<file path="src/rtl/mpcf_pkg.sv">
// Package for the media player command framer.
// Holds command codes, frame and config constants, tx word type, byte count function.
// No dependencies.
package mpcf_pkg;

  // Player command codes.
  localparam logic [7:0] CmdTrack  = 8'h03;
  localparam logic [7:0] CmdVolume = 8'h06;
  localparam logic [7:0] CmdReset  = 8'h0C;
  localparam logic [7:0] CmdPlay   = 8'h0D;
  localparam logic [7:0] CmdStop   = 8'h16;

  // Long frame constants.
  localparam logic [7:0] LongStart   = 8'h7E;
  localparam logic [7:0] LongVersion = 8'hFF;
  localparam logic [7:0] LongLength  = 8'h06;
  localparam logic [7:0] LongNoAck   = 8'h00;
  localparam logic [7:0] LongEnd     = 8'hEF;

  // Short frame constants.
  localparam logic [7:0] ShortStart    = 8'hAA;
  localparam logic [7:0] ShortTrackOp  = 8'h07;
  localparam logic [7:0] ShortTrackLen = 8'h02;
  localparam logic [7:0] ShortPlayOp   = 8'h02;
  localparam logic [7:0] ShortPlaySum  = 8'hAC;
  localparam logic [7:0] ShortStopOp   = 8'h10;
  localparam logic [7:0] ShortStopSum  = 8'hBA;
  localparam logic [7:0] ShortVolOp    = 8'h13;
  localparam logic [7:0] ShortVolLen   = 8'h01;
  localparam logic [7:0] ShortZero     = 8'h00;

  // Configuration port.
  localparam int unsigned CfgIdxW  = 4;
  localparam int unsigned CfgDataW = 8;
  localparam logic [CfgIdxW-1:0] RegPlayerMode  = 4'd0;
  localparam logic [CfgIdxW-1:0] RegResetVolume = 4'd1;
  localparam logic [4:0]         ResetVolumeDefault = 5'd10;

  // Modes.
  localparam logic ModeLong  = 1'b0;
  localparam logic ModeShort = 1'b1;

  // Frame byte counts.
  localparam logic [4:0] LongFrameBytes = 5'd10;
  localparam logic [4:0] LongPairBytes  = 5'd20;
  localparam logic [4:0] TrackBytes     = 5'd10;
  localparam logic [4:0] FixedBytes     = 5'd4;
  localparam logic [4:0] VolBytes       = 5'd5;
  localparam logic [4:0] NoBytes        = 5'd0;

  // One transmitted word.
  typedef struct packed {
    logic [7:0] tx_byte;
    logic       frame_end;
    logic       last_byte;
  } tx_word_t;

  // Number of bytes one command produces in the given mode.
  function automatic logic [4:0] byte_count(logic mode, logic [7:0] cmd);
    logic [4:0] n;
    n = NoBytes;
    if (mode == ModeLong) begin
      n = (cmd == CmdReset) ? LongPairBytes : LongFrameBytes;
    end else begin
      case (cmd)
        CmdTrack:  n = TrackBytes;
        CmdPlay:   n = FixedBytes;
        CmdStop:   n = FixedBytes;
        CmdVolume: n = VolBytes;
        default:   n = NoBytes;
      endcase
    end
    return n;
  endfunction

endpackage

</file>
<file path="src/rtl/mpcf_if.sv">
// Handshake interfaces for the media player command framer.
// Request, transmit byte and configuration write channels; uses mpcf_pkg.
interface mpcf_req_if;
  logic        valid;
  logic        ready;
  logic [7:0]  req_type;
  logic [15:0] cmd_value;
  modport source (output valid, output req_type, output cmd_value, input ready);
  modport sink   (input valid, input req_type, input cmd_value, output ready);
endinterface

interface mpcf_byte_if;
  logic       valid;
  logic       ready;
  logic [7:0] tx_byte;
  logic       frame_end;
  logic       last_byte;
  modport source (output valid, output tx_byte, output frame_end, output last_byte,
                  input ready);
  modport sink   (input valid, input tx_byte, input frame_end, input last_byte,
                  output ready);
endinterface

interface mpcf_cfg_if;
  logic                         valid;
  logic                         ready;
  logic [mpcf_pkg::CfgIdxW-1:0]  index;
  logic [mpcf_pkg::CfgDataW-1:0] data;
  modport source (output valid, output index, output data, input ready);
  modport sink   (input valid, input index, input data, output ready);
endinterface

</file>
<file path="src/rtl/mpcf_byte_gen.sv">
// Byte generator: forms one frame byte from the held command, its position and the config.
// Purely combinational; uses mpcf_pkg.
module mpcf_byte_gen (
  input  logic               mode_i,
  input  logic [4:0]         volume_i,
  input  logic [7:0]         cmd_i,
  input  logic [15:0]        value_i,
  input  logic [4:0]         index_i,
  input  logic [4:0]         count_i,
  output mpcf_pkg::tx_word_t word_o
);

  logic        second_frame;
  logic [4:0]  pos;
  logic [7:0]  fcmd;
  logic [15:0] fval;
  logic [15:0] sum16;
  logic [15:0] chk;
  logic [7:0]  track_sum;
  logic [7:0]  vol_sum;

  // Long frame: the second frame after a reset carries the configured reset volume.
  assign second_frame = (index_i >= mpcf_pkg::LongFrameBytes);
  assign pos   = second_frame ? (index_i - mpcf_pkg::LongFrameBytes) : index_i;
  assign fcmd  = second_frame ? mpcf_pkg::CmdVolume : cmd_i;
  assign fval  = second_frame ? {11'd0, volume_i} : value_i;
  assign sum16 = {8'd0, mpcf_pkg::LongVersion} + {8'd0, mpcf_pkg::LongLength}
               + {8'd0, fcmd} + {8'd0, fval[15:8]} + {8'd0, fval[7:0]};
  assign chk   = 16'd0 - sum16;

  // Short frame sums, low byte only.
  assign track_sum = mpcf_pkg::ShortStart + mpcf_pkg::ShortTrackOp
                   + mpcf_pkg::ShortTrackLen + value_i[15:8] + value_i[7:0];
  assign vol_sum   = mpcf_pkg::ShortStart + mpcf_pkg::ShortVolOp
                   + mpcf_pkg::ShortVolLen + value_i[7:0];

  // Select the byte at this position.
  always_comb begin
    word_o.tx_byte   = mpcf_pkg::ShortZero;
    word_o.frame_end = 1'b0;
    word_o.last_byte = (index_i == count_i - 5'd1);
    if (mode_i == mpcf_pkg::ModeLong) begin
      case (pos)
        5'd0: word_o.tx_byte = mpcf_pkg::LongStart;
        5'd1: word_o.tx_byte = mpcf_pkg::LongVersion;
        5'd2: word_o.tx_byte = mpcf_pkg::LongLength;
        5'd3: word_o.tx_byte = fcmd;
        5'd4: word_o.tx_byte = mpcf_pkg::LongNoAck;
        5'd5: word_o.tx_byte = fval[15:8];
        5'd6: word_o.tx_byte = fval[7:0];
        5'd7: word_o.tx_byte = chk[15:8];
        5'd8: word_o.tx_byte = chk[7:0];
        5'd9: begin
          word_o.tx_byte   = mpcf_pkg::LongEnd;
          word_o.frame_end = 1'b1;
        end
        default: word_o.tx_byte = mpcf_pkg::LongEnd;
      endcase
    end else begin
      case (cmd_i)
        mpcf_pkg::CmdTrack: begin
          case (index_i)
            5'd0: word_o.tx_byte = mpcf_pkg::ShortStart;
            5'd1: word_o.tx_byte = mpcf_pkg::ShortTrackOp;
            5'd2: word_o.tx_byte = mpcf_pkg::ShortTrackLen;
            5'd3: word_o.tx_byte = value_i[15:8];
            5'd4: word_o.tx_byte = value_i[7:0];
            5'd5: begin
              word_o.tx_byte   = track_sum;
              word_o.frame_end = 1'b1;
            end
            5'd6: word_o.tx_byte = mpcf_pkg::ShortStart;
            5'd7: word_o.tx_byte = mpcf_pkg::ShortPlayOp;
            5'd8: word_o.tx_byte = mpcf_pkg::ShortZero;
            5'd9: begin
              word_o.tx_byte   = mpcf_pkg::ShortPlaySum;
              word_o.frame_end = 1'b1;
            end
            default: word_o.tx_byte = mpcf_pkg::ShortZero;
          endcase
        end
        mpcf_pkg::CmdPlay, mpcf_pkg::CmdStop: begin
          case (index_i)
            5'd0: word_o.tx_byte = mpcf_pkg::ShortStart;
            5'd1: word_o.tx_byte = (cmd_i == mpcf_pkg::CmdPlay) ?
                                   mpcf_pkg::ShortPlayOp : mpcf_pkg::ShortStopOp;
            5'd2: word_o.tx_byte = mpcf_pkg::ShortZero;
            5'd3: begin
              word_o.tx_byte   = (cmd_i == mpcf_pkg::CmdPlay) ?
                                 mpcf_pkg::ShortPlaySum : mpcf_pkg::ShortStopSum;
              word_o.frame_end = 1'b1;
            end
            default: word_o.tx_byte = mpcf_pkg::ShortZero;
          endcase
        end
        mpcf_pkg::CmdVolume: begin
          case (index_i)
            5'd0: word_o.tx_byte = mpcf_pkg::ShortStart;
            5'd1: word_o.tx_byte = mpcf_pkg::ShortVolOp;
            5'd2: word_o.tx_byte = mpcf_pkg::ShortVolLen;
            5'd3: word_o.tx_byte = value_i[7:0];
            5'd4: begin
              word_o.tx_byte   = vol_sum;
              word_o.frame_end = 1'b1;
            end
            default: word_o.tx_byte = mpcf_pkg::ShortZero;
          endcase
        end
        default: word_o.tx_byte = mpcf_pkg::ShortZero;
      endcase
    end
  end

endmodule

</file>
<file path="src/rtl/mpcf_out_reg.sv">
// Output register for the transmit byte channel.
// Holds one word until the receiver takes it; uses mpcf_pkg and mpcf_byte_if.
module mpcf_out_reg (
  input  logic               clk_i,
  input  logic               rst_ni,
  input  logic               load_i,
  input  mpcf_pkg::tx_word_t word_i,
  output logic               free_o,
  mpcf_byte_if.source        tx_o
);

  logic               valid_q;
  logic               valid_d;
  mpcf_pkg::tx_word_t word_q;

  // The register can take a word when empty or when its word leaves this cycle.
  assign free_o  = !valid_q || tx_o.ready;
  assign valid_d = load_i ? 1'b1 : (tx_o.ready ? 1'b0 : valid_q);

  always_ff @(posedge clk_i or negedge rst_ni) begin
    if (!rst_ni) begin
      valid_q <= 1'b0;
    end else begin
      valid_q <= valid_d;
    end
  end

  // Payload needs no reset.
  always_ff @(posedge clk_i) begin
    if (load_i) begin
      word_q <= word_i;
    end
  end

  assign tx_o.valid     = valid_q;
  assign tx_o.tx_byte   = word_q.tx_byte;
  assign tx_o.frame_end = word_q.frame_end;
  assign tx_o.last_byte = word_q.last_byte;

endmodule

</file>
<file path="src/rtl/media_player_command_framer.sv">
// Top level of the media player command framer.
// Uses mpcf_pkg, the channel interfaces, mpcf_byte_gen and mpcf_out_reg.
//
// Usage:
//   req_i takes one command word (req_type, cmd_value). tx_o returns the serial
//   bytes for it, one word per byte, with frame_end on the closing byte of each
//   frame and last_byte on the final byte of the command. cfg_i writes
//   player_mode (index 0) and reset_volume (index 1); other indexes are ignored.
//   Configuration must be written only while no command is in flight; the
//   block does not enforce this. Bytes reach tx_o through the output register.
// Throughput: a command producing N bytes (4 to 20) holds the byte sequencer
//   until its last byte is loaded, one byte per cycle through the output
//   register while tx_o is not stalled; the next command is taken at the edge
//   that loads the last byte. A command that produces no bytes sends nothing.
// Reset: clears the sequencer and the output register and restores
//   player_mode 0 and reset_volume 10.
// Stall: while the receiver holds ready low the output word stays put, the
//   sequencer waits, and req_i.ready stays low while bytes remain to send.
module media_player_command_framer (
  input  logic         clk_i,
  input  logic         rst_ni,
  mpcf_req_if.sink     req_i,
  mpcf_byte_if.source  tx_o,
  mpcf_cfg_if.sink     cfg_i
);

  logic        mode_q;
  logic [4:0]  volume_q;
  logic        busy_q;
  logic        busy_d;
  logic [7:0]  cmd_q;
  logic [15:0] val_q;
  logic [4:0]  idx_q;
  logic [4:0]  idx_d;
  logic [4:0]  count;
  logic        out_free;
  logic        load;
  logic        done;
  logic        accept;
  mpcf_pkg::tx_word_t word;

  // Configuration registers.
  assign cfg_i.ready = 1'b1;

  always_ff @(posedge clk_i or negedge rst_ni) begin
    if (!rst_ni) begin
      mode_q   <= mpcf_pkg::ModeLong;
      volume_q <= mpcf_pkg::ResetVolumeDefault;
    end else if (cfg_i.valid) begin
      if (cfg_i.index == mpcf_pkg::RegPlayerMode) begin
        mode_q <= cfg_i.data[0];
      end else if (cfg_i.index == mpcf_pkg::RegResetVolume) begin
        volume_q <= cfg_i.data[4:0];
      end
    end
  end

  // Byte sequencer over the held command.
  assign count  = mpcf_pkg::byte_count(mode_q, cmd_q);
  assign load   = busy_q && out_free && (count != mpcf_pkg::NoBytes);
  assign done   = busy_q && ((count == mpcf_pkg::NoBytes) ||
                             (load && (idx_q == count - 5'd1)));
  assign req_i.ready = !busy_q || done;
  assign accept = req_i.valid && req_i.ready;

  assign busy_d = accept ? 1'b1 : (done ? 1'b0 : busy_q);
  assign idx_d  = accept ? 5'd0 : (load ? idx_q + 5'd1 : idx_q);

  always_ff @(posedge clk_i or negedge rst_ni) begin
    if (!rst_ni) begin
      busy_q <= 1'b0;
      idx_q  <= 5'd0;
      cmd_q  <= 8'd0;
      val_q  <= 16'd0;
    end else begin
      busy_q <= busy_d;
      idx_q  <= idx_d;
      if (accept) begin
        cmd_q <= req_i.req_type;
        val_q <= req_i.cmd_value;
      end
    end
  end

  // Byte selection for the current position.
  mpcf_byte_gen u_gen (
    .mode_i   (mode_q),
    .volume_i (volume_q),
    .cmd_i    (cmd_q),
    .value_i  (val_q),
    .index_i  (idx_q),
    .count_i  (count),
    .word_o   (word)
  );

  // Output register toward the serial transmitter.
  mpcf_out_reg u_out (
    .clk_i  (clk_i),
    .rst_ni (rst_ni),
    .load_i (load),
    .word_i (word),
    .free_o (out_free),
    .tx_o   (tx_o)
  );

endmodule

</file>
<file path="src/flat_wrapper.sv">
// flat-port wrapper written by rule: the top's interface ports become plain ports
module media_player_command_framer_flat 
  (clk_i, rst_ni, req_i_valid, req_i_req_type, req_i_cmd_value, req_i_ready, tx_o_valid, tx_o_tx_byte, tx_o_frame_end, tx_o_last_byte, tx_o_ready, cfg_i_valid, cfg_i_index, cfg_i_data, cfg_i_ready);
  mpcf_req_if req_i_i ();
  mpcf_byte_if tx_o_i ();
  mpcf_cfg_if cfg_i_i ();
  input  logic clk_i;
  input  logic rst_ni;
  input wire logic [$bits(req_i_i.valid)-1:0] req_i_valid;
  input wire logic [$bits(req_i_i.req_type)-1:0] req_i_req_type;
  input wire logic [$bits(req_i_i.cmd_value)-1:0] req_i_cmd_value;
  output wire logic [$bits(req_i_i.ready)-1:0] req_i_ready;
  output wire logic [$bits(tx_o_i.valid)-1:0] tx_o_valid;
  output wire logic [$bits(tx_o_i.tx_byte)-1:0] tx_o_tx_byte;
  output wire logic [$bits(tx_o_i.frame_end)-1:0] tx_o_frame_end;
  output wire logic [$bits(tx_o_i.last_byte)-1:0] tx_o_last_byte;
  input wire logic [$bits(tx_o_i.ready)-1:0] tx_o_ready;
  input wire logic [$bits(cfg_i_i.valid)-1:0] cfg_i_valid;
  input wire logic [$bits(cfg_i_i.index)-1:0] cfg_i_index;
  input wire logic [$bits(cfg_i_i.data)-1:0] cfg_i_data;
  output wire logic [$bits(cfg_i_i.ready)-1:0] cfg_i_ready;
  assign req_i_i.valid = req_i_valid;
  assign req_i_i.req_type = req_i_req_type;
  assign req_i_i.cmd_value = req_i_cmd_value;
  assign req_i_ready = req_i_i.ready;
  assign tx_o_valid = tx_o_i.valid;
  assign tx_o_tx_byte = tx_o_i.tx_byte;
  assign tx_o_frame_end = tx_o_i.frame_end;
  assign tx_o_last_byte = tx_o_i.last_byte;
  assign tx_o_i.ready = tx_o_ready;
  assign cfg_i_i.valid = cfg_i_valid;
  assign cfg_i_i.index = cfg_i_index;
  assign cfg_i_i.data = cfg_i_data;
  assign cfg_i_ready = cfg_i_i.ready;
  media_player_command_framer u_core (.clk_i(clk_i), .rst_ni(rst_ni), .req_i(req_i_i), .tx_o(tx_o_i), .cfg_i(cfg_i_i));
endmodule
</file>
<file path="config.mk">
export PLATFORM = sky130hd
export DESIGN_NAME = media_player_command_framer_flat
export DESIGN_NICKNAME = d
export VERILOG_FILES = /design/src/rtl/mpcf_pkg.sv /design/src/rtl/mpcf_if.sv /design/src/rtl/mpcf_byte_gen.sv /design/src/rtl/mpcf_out_reg.sv /design/src/rtl/media_player_command_framer.sv /design/src/flat_wrapper.sv
export SDC_FILE = /design/constraint.sdc
export NUM_CORES = 1
export LEC_CHECK = 0
export BUFFER_PORTS_ARGS = -buffer_cell sky130_fd_sc_hd__clkbuf_2
export CORE_UTILIZATION = 65
export DETAILED_ROUTE_END_ITERATION = 8
export PLACE_DENSITY = 0.87
export SKIP_CTS_REPAIR_TIMING = 1
export SYNTH_ARGS = -nofsm -noshare
export SYNTH_HDL_FRONTEND = slang
export SYNTH_SLANG_ARGS = --single-unit
export TNS_END_PERCENT = 50
</file>
<file path="constraint.sdc">
create_clock -name clk_i -period 13.75 [get_ports clk_i]
set_input_delay 3.4375 -clock clk_i [delete_from_list [all_inputs] [get_ports clk_i]]
set_output_delay 3.4375 -clock clk_i [all_outputs]
set_load 0.005 [all_outputs]
</file>
# Yosys cells after proc, flatten, opt, wreduce, memory -nomap -nowiden

Index checks and enable logic that the tools add are counted.

Flip-flop bits (word level): 47
Output and inout bits: 13
Logic and storage cells: 95

Add/sub/neg operators: 10
Order comparisons: 1
Equal/unequal tests: 24
Muxes and demuxes: 25
Bitwise gates (word level): 1
Reduce and logical (&&, ||, !) cells: 24

Operators by type and width:

| operator                                                               | count |
|---|---|
| 8-bit one-hot mux with 9 select lines                                  | 1 |
| 8-bit one-hot mux with 7 select lines                                  | 1 |
| 8-bit one-hot mux with 3 select lines                                  | 2 |
| 5-bit by 3-bit equality test with 1-bit output (second input constant) | 8 |
| 8-bit one-hot mux with 5 select lines                                  | 1 |
| 5-bit two-way mux                                                      | 7 |
| 5-bit by 2-bit equality test with 1-bit output (second input constant) | 4 |
| 8-bit adder (first input constant)                                     | 2 |
| 8-bit by 4-bit equality test with 1-bit output (second input constant) | 2 |
| 16-bit two-way mux                                                     | 1 |
| 5-bit by 4-bit equality test with 1-bit output (second input constant) | 3 |
| 5-bit logical NOT                                                      | 3 |
| 1-bit by 12-bit subtractor with 13-bit output (first input constant)   | 1 |
| 11-bit by 8-bit adder with 12-bit output                               | 1 |
| 4-bit one-hot mux with 3 select lines                                  | 1 |
| 10-bit by 8-bit adder with 11-bit output                               | 1 |
| 9-bit by 8-bit adder with 10-bit output (first input constant)         | 1 |
| 5-bit by 1-bit equality test with 1-bit output (second input constant) | 2 |
| 9-bit two-way mux                                                      | 1 |
| 8-bit adder                                                            | 1 |
| 8-bit by 2-bit equality test with 1-bit output (second input constant) | 1 |
| 8-bit by 3-bit equality test with 1-bit output (second input constant) | 1 |
| 8-bit by 5-bit equality test with 1-bit output (second input constant) | 1 |
| 1-bit two-way mux                                                      | 8 |
| other kinds (18)                                                       | 30 |

# Longest topological paths before layout

Depth in word-level cells: 12
Depth in mapped cells: 23
Depth with buffers taken out: 18

# Modules after synthesis

A second synthesis with hierarchy kept.

Cells, all modules: 696
Area total of the unflattened synthesis: 5,615.4 µm²

By module, submodules not included:

| module                      | times used | cells each | area each (µm²) |
|---|---|---|---|
| mpcf_byte_gen               | 1          | 411        | 2,897.8 |
| media_player_command_framer | 1          | 272        | 2,369.8 |
| mpcf_out_reg                | 1          | 13         | 347.8 |

# Worst setup path after synthesis

No wires, ideal clock.

Kind: input to output
From: in tx_o_ready
To: out req_i_ready
Arrival time: 3.888 ns
Path slack: 6.425 ns
Stages on the path: 2
Buffers on the path: 0
Path through: nand2b_1 > a21o_2

Longest elaborated chain between the ends: 7

RTL lines:

| what                            | RTL line                          | source |
|---|---|---|
| start, declared                 | flat_wrapper.sv:17                | `input wire logic [$bits(tx_o_i.ready)-1:0] tx_o_ready;` |
| 1-bit logical OR                | mpcf_out_reg.sv:17                | `assign free_o = !valid_q \|\| tx_o.ready;` |
| 1-bit logical AND (2 in series) | media_player_command_framer.sv:60 | `assign load = busy_q && out_free && (count != mpcf_pkg::NoBytes);` |
| 1-bit logical AND               | media_player_command_framer.sv:62 | `(load && (idx_q == count - 5'd1)));` |
| 1-bit logical OR                | media_player_command_framer.sv:61 | `assign done = busy_q && ((count == mpcf_pkg::NoBytes) \|\|` |
| 1-bit logical AND               | media_player_command_framer.sv:61 |  |
| 1-bit logical OR                | media_player_command_framer.sv:63 | `assign req_i.ready = !busy_q \|\| done;` |
| end, declared                   | flat_wrapper.sv:12                | `output wire logic [$bits(req_i_i.ready)-1:0] req_i_ready;` |

No other way between the ends.

# Worst setup path in the final report

Same ends and word-level chain as after synthesis.

==> flow_summary.yaml <==
floorplanning:
  io_pins: 54
  fp.dieW_um: 88.5
  start_util_pct: 67.1
  num_rows: 31
  die_h_um: 88.5
  die_area_mm2: 0.00783
  core_region_area_mm2: 0.00725
worst_hold_path:
  hold_path_class: "reg2reg"
  min_from: "u_core.volume_q[4]"
clock_network:
  clk_latency_ps: 310
  cts_made_buffers: 5
  cts_sinks: 47
  cts_buffer_depth: 2
  clk_pin_slew_ps: 90
  cts_tree: "yes"
  h-tree-depth: 2
  root_buffer: "clkbuf_8"
route:
  wl_met1_um: 5450
  postRouteAntennaNets: 0
  dr_wl_met3_um: 1340
  drc: 0
  detail_route.wl_per_cell_um: 19.8
  dr.pass1.iters: 6
  vias: 4475
  drt-initial-drc-count: 443
  top_layer_used: "met4"
  wl_um: 13300
  vias_per_cell: 6.67
  wl_met2_um: 6110
timing:
  setup_slack_ps: 6170
  post-route-period-util_pct: 55.1
  rsz0062_at_grt: "no"
  max_freq_ghz: 0.132
  worstMarginPinSlew_ps: 1110
  finClkSkew_ps: 6.77
  hold_viol: 0
  min_period_ps: 7580
  setup_violations: 0
  finalMaxSlewViolations: 0
  relSlewSlack_pct: 26.3
  fin_setup_tns_ps: 0
  hold-worst-slack_ps: 560
final_layout:
  fillCellCount: 579
  final_cells: 671
  layout.nets: 659
  drive_above_1_share_pct: 19.8
  syn2layout_area_growth_pct: 6.20
  num_antenna_cells: 0
global_routing:
  grt_usage_pct: 36.2
  grt_max_degree: 38
  grt_pass1_wl_um: 21400
  antenna_found_initial: 0
  grt.overflow.total: 0
  grt_pass1_vias: 4118
synth:
  synth_common_cells: "inv_1, a21oi_1, ha_1, dfrtp_1, clkbuf_1"
  synth_edf_count: 10
  synth_seq_cells: 47
  syn_nets: 639
  syn_avg_cell_area_um2: 8.83
  syn_inst: 551
  ys_warn_count: 0
  synth_cell_types: 75
  yosysSeqAreaShare_pct: 25.3
  ys_async_sr_fraction_pct: 78.7
  yosysTopAreaCellShare_pct: 18.0
  synth_ff_type: "dfrtp_1"
  synth_top_area_cell: "dfrtp_1"
  ys_top_cells_by_area: "dfrtp_1, ha_1, edfxtp_1"
  syn_area_mm2: 0.00486
  synth_most_common_cell: "inv_1"
worst_setup_path:
  arrival_ps: 4140
  path_class: "in2out"
  reg2reg_from: "u_core.idx_q[0]"
  crit_path_end_kind: "primary output"
  cp-start-kind: "input port"
  crit_fanout: 5
  required_ps: 10310
  startpoint: "tx_o_ready"
run_status:
  outcome: "completed"
place:
  dp_cells: 663
  gp_congestion: 0.963
  numPortBuffers: 49
  hpwl_um: 10100
  dp_slack_ps: 6180
job:
  cap_violations: 0
## sequential cells by signal, summed over array words and instances (netlist names), 5 cells and up
register and count:
u_core.u_out.tx_o.tx_byte 8, u_core.idx_q 5, u_core.val_q 16, u_core.cmd_q 8, u_core.volume_q 5
## stage by stage
stage	instance area, um2	util (%)
after CTS	5170	71.2
final	5170	71.2
after global routing	5170	71.2
after floorplan	4860	-
after detailed placement	5060	69.8
after global placement	5060	69.8
## final cells by class
cell class / count / area (um2) / area share [%]
clock buffers: 8 / 101 / 1.96
multi-input cells: 420 / 3280 / 63.4
inverters: 45 / 169 / 3.27
repair buffers: 52 / 268 / 5.18
flip-flops and latches: 47 / 1230 / 23.8
well taps: 99 / 124 / 2.40
## cells in the final DEF, fill, tap and decap left out, types with 13 or more instances in the layout
master | Yosys | layout
clkbuf_2 | 1 | 49
inv_1 | 43 | 43
a21oi_1 | 41 | 41
ha_1 | 37 | 37
dfrtp_1 | 35 | 35
nand2_1 | 30 | 30
o21ai_0 | 29 | 29
nor2_1 | 28 | 28
mux2_4 | 20 | 20
xnor2_1 | 17 | 17
nor4_1 | 16 | 16
nand3_1 | 14 | 14
and2_1 | 14 | 14
mux2_2 | 13 | 13
## worst paths after layout
check                                          endpoint  slack, ps  cells past startpoint
setup / recovery                            req_i_ready       6170                      4
hold / removal                       u_core.volume_q[4]        560                      1
setup reg to reg           u_core.u_out.tx_o.tx_byte[0]       7530                     19
hold reg to reg                      u_core.volume_q[4]        560                      1
max in group asynchronous              u_core.val_q[13]       9890                      1
min in group asynchronous               u_core.idx_q[1]       3260                      1
## critical path, cell delays in order
cell      delay (ps)
clkbuf_2          90
nand2b_1         230
a21o_2           270
clkbuf_2         120
## kinds of logic after synthesis
family	Yosys count	share of synthesized area, %
muxes	34	9.39
and+or+nand+nor	160	18.0
buffers and inverters	84	7.41
xor gates and xnor gates	24	4.32
DFF	47	25.3
AOI/OAI and AO/OA	154	21.9
adders and majority gates	47	13.6
other	1	0.0771
## routing by layer
metal  GRT usage [%]  vias to the layer above
li1                -                     2056
met1            50.4                     2089
met2            56.4                      287
met3            6.16                       43
met4            13.9                        0
met5               0                        -
Power is not shown: default switching activity piles up to over one toggle a cycle in this logic, so the estimate is an artifact.
